## src/hw/rtl/amseq_pkg.sv

```systemverilog
// Shared types, codes and reset values for the attitude mode sequencer.
`timescale 1ns / 1ps
`default_nettype none
package amseq_pkg;

  localparam int unsigned CFG_IDX_W  = 4;
  localparam int unsigned CFG_DATA_W = 32;

  localparam logic [3:0] STABLE_RUN_LEN = 4'd10;
  localparam logic [3:0] STABLE_CNT_MAX = 4'd15;

  localparam logic [1:0] SUN_FOUND   = 2'd0;
  localparam logic [1:0] SUN_ECLIPSE = 2'd2;

  typedef enum logic [2:0] {
    MODE_DEFAULT    = 3'd0,
    MODE_WAIT_EN    = 3'd1,
    MODE_DETUMBLE   = 3'd2,
    MODE_WAIT_ATT   = 3'd3,
    MODE_REORIENT   = 3'd4,
    MODE_STAB_NOSUN = 3'd5,
    MODE_STAB       = 3'd6
  } mode_t;

  typedef enum logic [1:0] {
    WHEEL_HOLD    = 2'd0,
    WHEEL_SPIN_UP = 2'd1,
    WHEEL_STOP    = 2'd2
  } wheel_t;

  typedef enum logic [CFG_IDX_W-1:0] {
    CFG_DETUMBLE_EXIT = 4'd0,
    CFG_RETUMBLE      = 4'd1,
    CFG_DRIFT_STABLE  = 4'd2,
    CFG_DRIFT_LOST    = 4'd3,
    CFG_POINT_OK      = 4'd4,
    CFG_POINT_LOST    = 4'd5,
    CFG_SUN_CLEAR     = 4'd6,
    CFG_SUN_BLOCKED   = 4'd7
  } cfg_idx_t;

  typedef struct packed {
    logic [23:0] detumble_exit_rate;
    logic [23:0] retumble_rate;
    logic [31:0] drift_stable_limit;
    logic [31:0] drift_lost_limit;
    logic [15:0] point_ok_angle;
    logic [15:0] point_lost_angle;
    logic [15:0] sun_clear_angle;
    logic [15:0] sun_blocked_angle;
  } cfg_t;

  localparam cfg_t CFG_RESET = '{
    detumble_exit_rate: 24'd9151,
    retumble_rate:      24'd52429,
    drift_stable_limit: 32'd171799,
    drift_lost_limit:   32'd429497,
    point_ok_angle:     16'd1792,
    point_lost_angle:   16'd3072,
    sun_clear_angle:    16'd8192,
    sun_blocked_angle:  16'd7680
  };

  typedef struct packed {
    logic        enable;
    logic [23:0] raw_rate;
    logic [23:0] corrected_rate;
    logic [31:0] drift_norm;
    logic [1:0]  sun_state;
    logic [15:0] sun_angle;
    logic [15:0] point_error;
  } item_t;

  typedef struct packed {
    mode_t      mode;
    logic [3:0] stable_count;
    logic       ctrl_fresh;
    logic       reset_integ;
  } state_t;

  typedef struct packed {
    mode_t      run_mode;
    logic       first_step_flag;
    logic       reset_integ_flag;
    mode_t      next_mode;
    logic       rods_clear;
    wheel_t     wheel_cmd;
    logic [3:0] stable_run;
  } result_t;

endpackage
`default_nettype wire

```

## src/hw/rtl/amseq_cfg.sv

```systemverilog
// Threshold register file written through the configuration port.
`timescale 1ns / 1ps
`default_nettype none
module amseq_cfg
  import amseq_pkg::*;
(
  input  wire logic                  clk,
  input  wire logic                  rst_n,
  input  wire logic                  wr_en,
  input  wire logic [CFG_IDX_W-1:0]  wr_index,
  input  wire logic [CFG_DATA_W-1:0] wr_data,
  output cfg_t                       cfg
);

  cfg_t cfg_r;
  cfg_t cfg_nxt;

  always_comb begin
    cfg_nxt = cfg_r;
    if (wr_en) begin
      unique case (cfg_idx_t'(wr_index))
        CFG_DETUMBLE_EXIT: cfg_nxt.detumble_exit_rate = wr_data[23:0];
        CFG_RETUMBLE:      cfg_nxt.retumble_rate      = wr_data[23:0];
        CFG_DRIFT_STABLE:  cfg_nxt.drift_stable_limit = wr_data[31:0];
        CFG_DRIFT_LOST:    cfg_nxt.drift_lost_limit   = wr_data[31:0];
        CFG_POINT_OK:      cfg_nxt.point_ok_angle     = wr_data[15:0];
        CFG_POINT_LOST:    cfg_nxt.point_lost_angle   = wr_data[15:0];
        CFG_SUN_CLEAR:     cfg_nxt.sun_clear_angle    = wr_data[15:0];
        CFG_SUN_BLOCKED:   cfg_nxt.sun_blocked_angle  = wr_data[15:0];
        default: ;
      endcase
    end
  end

  always_ff @(posedge clk) begin
    if (!rst_n) begin
      cfg_r <= CFG_RESET;
    end else begin
      cfg_r <= cfg_nxt;
    end
  end

  assign cfg = cfg_r;

endmodule
`default_nettype wire

```

## src/hw/rtl/amseq_step.sv

```systemverilog
// Mode transition, stable counting and actuator events for one request.
`timescale 1ns / 1ps
`default_nettype none
module amseq_step
  import amseq_pkg::*;
(
  input  wire state_t  st,
  input  wire cfg_t    cfg,
  input  wire item_t   item,
  output state_t       st_nxt,
  output result_t      res
);

  mode_t      mode_nxt;
  logic [3:0] cnt_run;
  logic       ri_done;

  // next state
  always_comb begin
    mode_nxt = st.mode;
    cnt_run  = st.stable_count;
    ri_done  = 1'b0;
    unique case (st.mode)
      MODE_DEFAULT: begin
        mode_nxt = MODE_DETUMBLE;
      end
      MODE_WAIT_EN: begin
        if (item.enable) mode_nxt = MODE_DETUMBLE;
      end
      MODE_DETUMBLE: begin
        if (item.raw_rate < cfg.detumble_exit_rate) mode_nxt = MODE_WAIT_ATT;
      end
      MODE_WAIT_ATT: begin
        if (item.drift_norm < cfg.drift_stable_limit && item.sun_state == SUN_FOUND) begin
          if (st.stable_count != STABLE_CNT_MAX) cnt_run = st.stable_count + 4'd1;
        end else begin
          cnt_run = '0;
        end
        if (cnt_run >= STABLE_RUN_LEN) mode_nxt = MODE_REORIENT;
      end
      MODE_REORIENT: begin
        if (item.point_error < cfg.point_ok_angle) begin
          mode_nxt = MODE_STAB_NOSUN;
          ri_done  = 1'b1;
        end
      end
      MODE_STAB_NOSUN: begin
        if (item.sun_state != SUN_ECLIPSE && item.sun_angle > cfg.sun_clear_angle) begin
          mode_nxt = MODE_STAB;
        end
      end
      default: ;
    endcase

    // reverse checks, lowest priority first
    if (st.mode >= MODE_STAB &&
        (item.sun_state == SUN_ECLIPSE || item.sun_angle < cfg.sun_blocked_angle)) begin
      mode_nxt = MODE_STAB_NOSUN;
    end
    if (st.mode >= MODE_STAB_NOSUN && item.point_error > cfg.point_lost_angle) begin
      mode_nxt = MODE_REORIENT;
    end
    if (st.mode >= MODE_REORIENT && item.drift_norm > cfg.drift_lost_limit) begin
      mode_nxt = MODE_WAIT_ATT;
    end
    if (st.mode >= MODE_WAIT_ATT && item.corrected_rate > cfg.retumble_rate) begin
      mode_nxt = MODE_DETUMBLE;
    end
  end

  // outputs and events
  always_comb begin
    res.run_mode         = st.mode;
    res.first_step_flag  = 1'b0;
    res.reset_integ_flag = 1'b0;
    res.next_mode        = mode_nxt;
    res.rods_clear       = 1'b0;
    res.wheel_cmd        = WHEEL_HOLD;

    st_nxt.mode          = mode_nxt;
    st_nxt.stable_count  = cnt_run;
    st_nxt.ctrl_fresh    = st.ctrl_fresh;
    st_nxt.reset_integ   = st.reset_integ;

    unique case (st.mode) inside
      MODE_REORIENT: begin
        res.first_step_flag = st.ctrl_fresh;
        st_nxt.ctrl_fresh   = 1'b0;
      end
      MODE_STAB_NOSUN, MODE_STAB: begin
        res.first_step_flag  = st.ctrl_fresh;
        res.reset_integ_flag = st.reset_integ;
        st_nxt.ctrl_fresh    = 1'b0;
        st_nxt.reset_integ   = 1'b0;
      end
      default: ;
    endcase

    if (ri_done) st_nxt.reset_integ = 1'b1;

    if (mode_nxt != st.mode) begin
      if (st.mode == MODE_DETUMBLE || st.mode == MODE_STAB_NOSUN || st.mode == MODE_STAB) begin
        res.rods_clear = 1'b1;
      end
      unique case (mode_nxt) inside
        MODE_DETUMBLE: begin
          res.wheel_cmd = WHEEL_SPIN_UP;
        end
        MODE_WAIT_ATT: begin
          st_nxt.stable_count = '0;
          res.wheel_cmd       = WHEEL_STOP;
          res.rods_clear      = 1'b1;
        end
        MODE_REORIENT: begin
          st_nxt.ctrl_fresh  = 1'b1;
          st_nxt.reset_integ = 1'b1;
        end
        MODE_STAB_NOSUN, MODE_STAB: begin
          st_nxt.ctrl_fresh = 1'b1;
        end
        default: ;
      endcase
    end

    res.stable_run = st_nxt.stable_count;
  end

endmodule
`default_nettype wire

```

## src/hw/rtl/attitude_mode_sequencer.sv

```systemverilog
// Top level of the attitude mode sequencer: request and result registers, mode state.
// One request per control iteration is accepted in every cycle while in_stall is low;
// the request lands in an input register, and the mode logic (a handful of threshold
// compares and a saturating 4-bit stable counter) runs on it and updates the mode state
// as the result is loaded into the result register, which happens when that register is
// empty or not stalled. A stalled result holds only the request behind it.
// Thresholds reset to their defaults; the user must write them through the cfg_ port
// only while no request is in flight, and the block itself does not enforce this.
`timescale 1ns / 1ps
`default_nettype none
module attitude_mode_sequencer
  import amseq_pkg::*;
(
  input  wire logic                  clk,
  input  wire logic                  rst_n,

  input  wire logic                  cfg_wr_en,
  input  wire logic [CFG_IDX_W-1:0]  cfg_index,
  input  wire logic [CFG_DATA_W-1:0] cfg_wr_data,

  input  wire logic                  in_valid,
  output logic                       in_stall,
  input  wire logic                  in_enable,
  input  wire logic [23:0]           in_raw_rate,
  input  wire logic [23:0]           in_corrected_rate,
  input  wire logic [31:0]           in_drift_norm,
  input  wire logic [1:0]            in_sun_state,
  input  wire logic [15:0]           in_sun_angle,
  input  wire logic [15:0]           in_point_error,

  output logic                       out_valid,
  input  wire logic                  out_stall,
  output logic [2:0]                 out_run_mode,
  output logic                       out_first_step_flag,
  output logic                       out_reset_integ_flag,
  output logic [2:0]                 out_next_mode,
  output logic                       out_rods_clear,
  output logic [1:0]                 out_wheel_cmd,
  output logic [3:0]                 out_stable_run
);

  cfg_t    cfg;
  item_t   req_r, req_nxt;
  logic    req_valid_r, req_valid_nxt;
  state_t  st_r, st_nxt, st_step;
  result_t res_r, res_nxt, res_step;
  logic    out_valid_r, out_valid_nxt;
  logic    in_accept;
  logic    advance;

  amseq_cfg u_cfg (
    .clk      (clk),
    .rst_n    (rst_n),
    .wr_en    (cfg_wr_en),
    .wr_index (cfg_index),
    .wr_data  (cfg_wr_data),
    .cfg      (cfg)
  );

  amseq_step u_step (
    .st     (st_r),
    .cfg    (cfg),
    .item   (req_r),
    .st_nxt (st_step),
    .res    (res_step)
  );

  assign advance   = req_valid_r && (!out_valid_r || !out_stall);
  assign in_stall  = req_valid_r && !advance;
  assign in_accept = in_valid && !in_stall;

  always_comb begin
    req_valid_nxt = in_accept || (req_valid_r && !advance);
    out_valid_nxt = advance || (out_valid_r && out_stall);
    req_nxt       = in_accept ? item_t'{in_enable, in_raw_rate, in_corrected_rate,
                                        in_drift_norm, in_sun_state, in_sun_angle,
                                        in_point_error} : req_r;
    st_nxt        = advance ? st_step : st_r;
    res_nxt       = advance ? res_step : res_r;
  end

  always_ff @(posedge clk) begin
    if (!rst_n) begin
      req_valid_r <= 1'b0;
      out_valid_r <= 1'b0;
      st_r        <= '{mode: MODE_WAIT_EN, stable_count: 4'd0,
                       ctrl_fresh: 1'b1, reset_integ: 1'b1};
    end else begin
      req_valid_r <= req_valid_nxt;
      out_valid_r <= out_valid_nxt;
      st_r        <= st_nxt;
    end
  end

  always_ff @(posedge clk) begin
    req_r <= req_nxt;
    res_r <= res_nxt;
  end

  assign out_valid            = out_valid_r;
  assign out_run_mode         = res_r.run_mode;
  assign out_first_step_flag  = res_r.first_step_flag;
  assign out_reset_integ_flag = res_r.reset_integ_flag;
  assign out_next_mode        = res_r.next_mode;
  assign out_rods_clear       = res_r.rods_clear;
  assign out_wheel_cmd        = res_r.wheel_cmd;
  assign out_stable_run       = res_r.stable_run;

  a_wheel_needs_change: assert property (@(posedge clk) disable iff (!rst_n)
    out_valid_r |-> (res_r.wheel_cmd == WHEEL_HOLD || res_r.next_mode != res_r.run_mode))
    else $error("wheel command without a mode change");

  a_rods_need_change: assert property (@(posedge clk) disable iff (!rst_n)
    out_valid_r |-> (!res_r.rods_clear || res_r.next_mode != res_r.run_mode))
    else $error("rod clear without a mode change");

  a_first_step_mode: assert property (@(posedge clk) disable iff (!rst_n)
    (out_valid_r && res_r.first_step_flag) |->
      (res_r.run_mode == MODE_REORIENT || res_r.run_mode == MODE_STAB_NOSUN ||
       res_r.run_mode == MODE_STAB))
    else $error("first-step flag outside a controller mode");

  a_state_follows_result: assert property (@(posedge clk) disable iff (!rst_n)
    advance |=> (st_r.mode == res_r.next_mode && st_r.stable_count == res_r.stable_run))
    else $error("mode state differs from reported next mode");

endmodule
`default_nettype wire
```

## config.mk

```make
export PLATFORM = sky130hd
export DESIGN_NAME = attitude_mode_sequencer
export DESIGN_NICKNAME = d
export VERILOG_FILES = /design/src/hw/rtl/amseq_pkg.sv /design/src/hw/rtl/amseq_cfg.sv /design/src/hw/rtl/amseq_step.sv /design/src/hw/rtl/attitude_mode_sequencer.sv
export SDC_FILE = /design/constraint.sdc
export NUM_CORES = 1
export LEC_CHECK = 0
export BUFFER_PORTS_ARGS = -buffer_cell sky130_fd_sc_hd__buf_2
export CAP_MARGIN = 25
export CORE_MARGIN = 2
export CORE_UTILIZATION = 64
export DETAILED_ROUTE_END_ITERATION = 8
export PLACE_DENSITY = 0.86
export RECOVER_POWER = 50
export SKIP_CTS_REPAIR_TIMING = 1
export SYNTH_ARGS = -nofsm -noshare
export SYNTH_HDL_FRONTEND = slang
export SYNTH_SLANG_ARGS = --single-unit
```

## constraint.sdc

```tcl
create_clock -name clk -period 17.86 [get_ports clk]
set_input_delay 0 -clock clk [delete_from_list [all_inputs] [get_ports clk]]
set_output_delay 0 -clock clk [all_outputs]
set_load 0.01 [all_outputs]
```

==> qor.txt, run 1 <==
Fin area: 19200 sq um
Top_reg_cell synth: dfxtp_1
Placed cells: 2057
Commonest cells in the netlist: nand2_1 (369), dfxtp_1 (187), inv_1 (182), ha_1 (173), edfxtp_1 (130)
Die H: 160 microns
I/O pins: 173
GPL Wtd Cong: 0.915
Clk sinks: 317
Maximum VDD drop: 0.137 mV
Root Driver: clkbuf_16
Power per cell area: 87.4 nW/um^2
Synth-to-layout area growth: 23.2%
Seq/Total Area, Yosys: 0.490
Share of the synthesized area in the top cell type: 0.250
Clock Latency Late Sink: 0.52 ns
Clock Skew: 0.0169 ns
Antenna-violating nets left: 0
Met2 Use GR: 0.516
GRT Total Usage: 0.303
Cell count after synthesis: 1627
Via count: 13400
GRT met1 Usage: 0.390
HPWL after DPL: 26.9 mm
Largest net degree at the start of global routing: 97
Final hold slack: 0.0801 ns
Filler cells: 1526
Wirelength, routed: 45.5 mm
Yosys reg bits: 317
Syn Nets: 1956
Row cnt: 57
IO buf count: 172
Reg area: 7650 sq um
Synth Area per Inst: 9.60 sq um
RSZ-0062 raised after global routing: false
Clock slew at reported path FFs: 0.06 ns
Placed cell area: 16700 sq um
Non-Filler Instances: 2271
Full die area: 25700 sq um
CP max stage delay: 2.75 ns
Worst path arrival time: 6.34 ns
P_leak: 0.00764 uW
Synth async-reset ratio: 0
Synth area leader: edfxtp_1
Bufs on Longest Clock Path: 3
# DRC: 0
Crit end category: flip-flop
Vias per std cell: 5.90
H-Tree Depth: 2
Worst path required time: 18.27 ns
Synthesized cell area: 15600 sq um
Crit start category: input pin
Crit Path Category: input pin to flip-flop
Final setup viols: 0
Post-route setup TNS: 0 ns
Final period util: 0.332
Outcome: finished, violations left
CP max-delay cell: clkbuf_1
Hold Crit Start: cfg_index[1]
Most frequent CP cell: clkbuf_1
Global-route wire length before repair: 61.7 mm
Failing checks: capacitance limit, slew limit
Synth warn: 0
Starting Density: 0.648
CTS Buf Count: 35
Post-synth EDFFs: 130
Drt pass-1 iters: 5
Global route overflow: 0
Most Crowded Layer GR: met2
Yosys cell types: 71
Nets: 2250
Met3 Use GR: 0.0553
CP max FO: 96
Initial DRC Count: 1194
Final Hold Viols: 0
Wire per inst: 20.0 microns
Cell Chain, Critical Path: clkbuf_1 > clkbuf_1 > nand2_1 > o31ai_1
Worst reg2reg startpoint: req_r[64]
Minimum clock period: 5.93 ns
Worst Setup SP: rst_n
Vias in the first global route: 12100
HP Class: input pin to flip-flop
Fmax: 169 MHz
Most common cell in the netlist: nand2_1
Core Area: 24100 sq um
Slew margin rel.: -1.48
Area occupied by multi-input gates: 6940 sq um
Max-Cap Viols: 4
CTS tree: yes
Tightest Pin Transition: 3.71 ns
Synth top area cells: edfxtp_1 (25%), dfxtp_1 (24%), ha_1 (14%)
Antenna violations before repair: 2
DIE WIDTH: 160 microns
Final count of pins violating max slew: 278
Share of cells above drive strength 1: 0.108
-- routing by layer --
metal	vias up	wire length, microns
met5	-	11
met4	2	2160
met3	169	4040
met2	703	22300
met1	6321	17000
li1	6194	-
-- power breakdown --
group	switching (uW)	internal, uW
combinational	93.3	77.7
sequential	15.0	781
clock	294	420
-- registers in the layout, summed over array words and instances (netlist names) --
signal                count
out_run_mode              3
out_stable_run            4
out_reset_integ_flag      1
st_r                      9
out_valid                 1
req_r                   115
out_next_mode             3
u_cfg.cfg               176
out_first_step_flag       1
req_valid_r               1
out_wheel_cmd             2
out_rods_clear            1
-- critical path, delay by kind of cell --
family,cells,cell delay [ns]
AO/OA/AOI/OAI,1,0.44
AND/OR/NAND/NOR,1,0.52
buffers and inverters,2,5.28
-- layout make-up --
cell class / count / area share
flip-flops and latches: 317 / 0.398
well taps: 324 / 0.0211
multi-input cells: 1050 / 0.361
diodes: 1 / 0.000130
clock buffers: 54 / 0.0546
repair buffers: 335 / 0.127
clock inverters: 8 / 0.00358
inverters: 182 / 0.0355
-- path summary, 6_finish.rpt --
| kind | endpoint | slack [ns] | cells past startpoint |
|---|---|---|---|
| worst max-delay path | st_r[2] | 11.93 | 4 |
| worst max register to register | out_stable_run[0] | 14.28 | 11 |
| worst min register to register | u_cfg.cfg[6] | 0.47 | 2 |
| worst min-delay path | u_cfg.cfg[64] | 0.08 | 4 |
-- layout by cell type (no fill, tap or decap), types with 5 or more instances in the layout --
master         count
clkbuf_8           6
edfxtp_1         130
dlygate4sd3_1    149
inv_1            182
a211oi_1           9
nor2_1            33
clkbuf_16         37
nand3_1           29
buf_2            138
nand4_1           17
o31ai_1            5
o21a_1             8
nand2_1          369
a21o_1            10
nand3b_1           6
a21oi_1           64
and3_1             6
nor2b_1           10
dfxtp_1          187
ha_1             173
clkbuf_1          50
o21ai_0           32
nor4_1             5
nor3_1            17
o211ai_1          56
a21boi_0         126
a31oi_1            5
and4_1             8
-- cell families (layout without fill, tap and decap cells) --
group	count (synthesis)	in the layout	synth area share
flip-flops	317	317	0.490
adder cells (fa/ha/maj)	173	173	0.139
AND/OR/NAND/NOR	527	527	0.147
other	0	1	0
XOR/XNOR	1	1	0.000561
buffers and inverters	260	579	0.0664
AO/OA/AOI/OAI	349	349	0.157
-- through the flow --
| stage | utilization | worst slack (ns) | power [uW] |
|---|---|---|---|
| floorplan | - | 11.62 | 892 |
| detailed placement | 0.691 | 14.40 | 944 |
| CTS | 0.737 | 14.37 | 1640 |
| finish | 0.798 | 11.93 | 1680 |
| global route | 0.798 | 11.43 | 1720 |
| global placement | 0.689 | 14.52 | 938 |
Note: power is estimated with default switching activity, not from simulation.
==> run 2, diff against run 1 <==
Settings changed: CORE_UTILIZATION 64 to 59, PLACE_DENSITY 0.86 to 0.8.
Clock period 17.86 ns to 5.9 ns, I/O delays scaled along.
==> run 2 against run 1 <==
The run still ends with capacitance limit, slew limit left. Total power grew to 3.1 times the previous value. Utilization shrank 5.5 points. Largest power group unchanged. Largest cell class unchanged. Final cell count up 0.53%. Die area is 8.3% higher. Highest routed layer unchanged.
==> qor.txt, run 2 (synthesized netlist as in run 1, its figures left out) <==
Outcome: finished, violations left
Failing checks: capacitance limit, slew limit
I/O pins: 173
Final setup viols: 0
Full die area: 27800 sq um
P_leak: 0.00765 uW
Via count: 13000
Commonest non-fill, non-tap cell in the layout: nand2_1
Starting Density: 0.601
CTS Buf Count: 35
GRT Total Usage: 0.284
RSZ-0062 raised after global routing: false
Power per cell area: 266 nW/um^2
Area occupied by multi-input gates: 6950 sq um
CP max FO: 89
Row cnt: 59
Largest net degree at the start of global routing: 91
Maximum VDD drop: 0.294 mV
Wire per inst: 19.5 microns
Vias per std cell: 5.71
Max-Cap Viols: 3
Final count of pins violating max slew: 185
Most frequent CP cell: clkbuf_1
Drt pass-1 iters: 6
Global-route wire length before repair: 63.1 mm
Crit end category: flip-flop
Fmax: 247 MHz
Slew margin rel.: -1.32
Clock Latency Late Sink: 0.51 ns
Non-Filler Instances: 2283
Buf+Inv Stages, Crit Path: 2
HPWL after DPL: 27.6 mm
Final Hold Viols: 0
Core Area: 26000 sq um
Placed cell area: 16700 sq um
Commonest non-fill, non-tap cells in the layout: nand2_1 (369), dfxtp_1 (187), inv_1 (182)
Final period util: 0.687
Share of cells above drive strength 1: 0.108
Root Driver: clkbuf_16
Cell Chain, Critical Path: clkbuf_1 > clkbuf_1 > o211ai_1
Synth-to-layout area growth: 23.6%
HP Class: input pin to flip-flop
Clk sinks: 317
Clock Skew: 0.0179 ns
Worst path required time: 6.17 ns
Antenna-violating nets left: 0
Tightest Pin Transition: 3.48 ns
Bufs on Longest Clock Path: 3
CTS tree: yes
Fin area: 19300 sq um
CP max-delay cell: clkbuf_1
Reg area: 7650 sq um
Crit start category: input pin
# DRC: 0
Post-route setup TNS: 0 ns
Crit Path Category: input pin to flip-flop
Nets: 2249
Hold Crit Start: cfg_index[1]
H-Tree Depth: 2
GPL Wtd Cong: 0.934
Global route overflow: 0
CP max stage delay: 2.41 ns
IO buf count: 172
Wirelength, routed: 44.4 mm
Vias in the first global route: 12200
DIE WIDTH: 167 microns
Worst path arrival time: 4.32 ns
Antenna violations before repair: 3
Largest register FFs: 176
Die H: 167 microns
Filler cells: 1801
Minimum clock period: 4.05 ns
CP top delay family: buffers and inverters
Initial DRC Count: 1102
Worst reg2reg startpoint: req_r[48]
Clock slew at reported path FFs: 0.06 ns
Placed cells: 2066
Worst Setup SP: rst_n
run 2: area by class of cell:
cell class	instances	share of cell area
sequential	317	0.396
multi-input combinational	1050	0.360
timing repair buffer	334	0.126
clock buffer	55	0.0552
inverter	182	0.0354
tap	335	0.0217
clock inverter	8	0.00467
antenna	2	0.000259
run 2: worst paths after layout:
check | slack (ns) | end | cells past startpoint
min | 0.009 | u_cfg.cfg[44] | 4
max reg2reg | 2.40 | out_rods_clear | 10
max | 1.85 | st_r[0] | 3
min reg2reg | 0.46 | u_cfg.cfg[4] | 2
run 2: routing by layer:
metal	GRT usage	vias to the layer above	wire, microns
li1	-	6185	-
met1	0.368	6170	17800
met2	0.484	574	21700
met3	0.0471	114	3120
met4	0.100	2	1770
met5	0	-	10
run 2: through the flow:
step | util | total power [uW] | worst slack (ns) | hold WS (ns)
floorplan | - | 2700 | 1.89 | 0.0989
global route | 0.743 | 5290 | 1.52 | 0.0348
finish | 0.743 | 5140 | 1.85 | 0.00937
detailed placement | 0.642 | 2860 | 2.46 | 0.178
global placement | 0.640 | 2840 | 2.56 | 0.176
CTS | 0.687 | 5020 | 2.45 | -0.355
run 2: power by group:
group | leakage (uW) | internal (uW) | switching [uW]
clock | 0.000568 | 1330 | 890
sequential | 0.00278 | 2360 | 45.0
combinational | 0.00431 | 233 | 277
total | 0.00765 | 3930 | 1210
run 2: worst min-delay path: cells and delay by family:
family | cells | cell delay, ns
AND/OR/NAND/NOR | 2 | 0.15
AO/OA/AOI/OAI | 1 | 0.07
buffers and inverters | 1 | 0.24
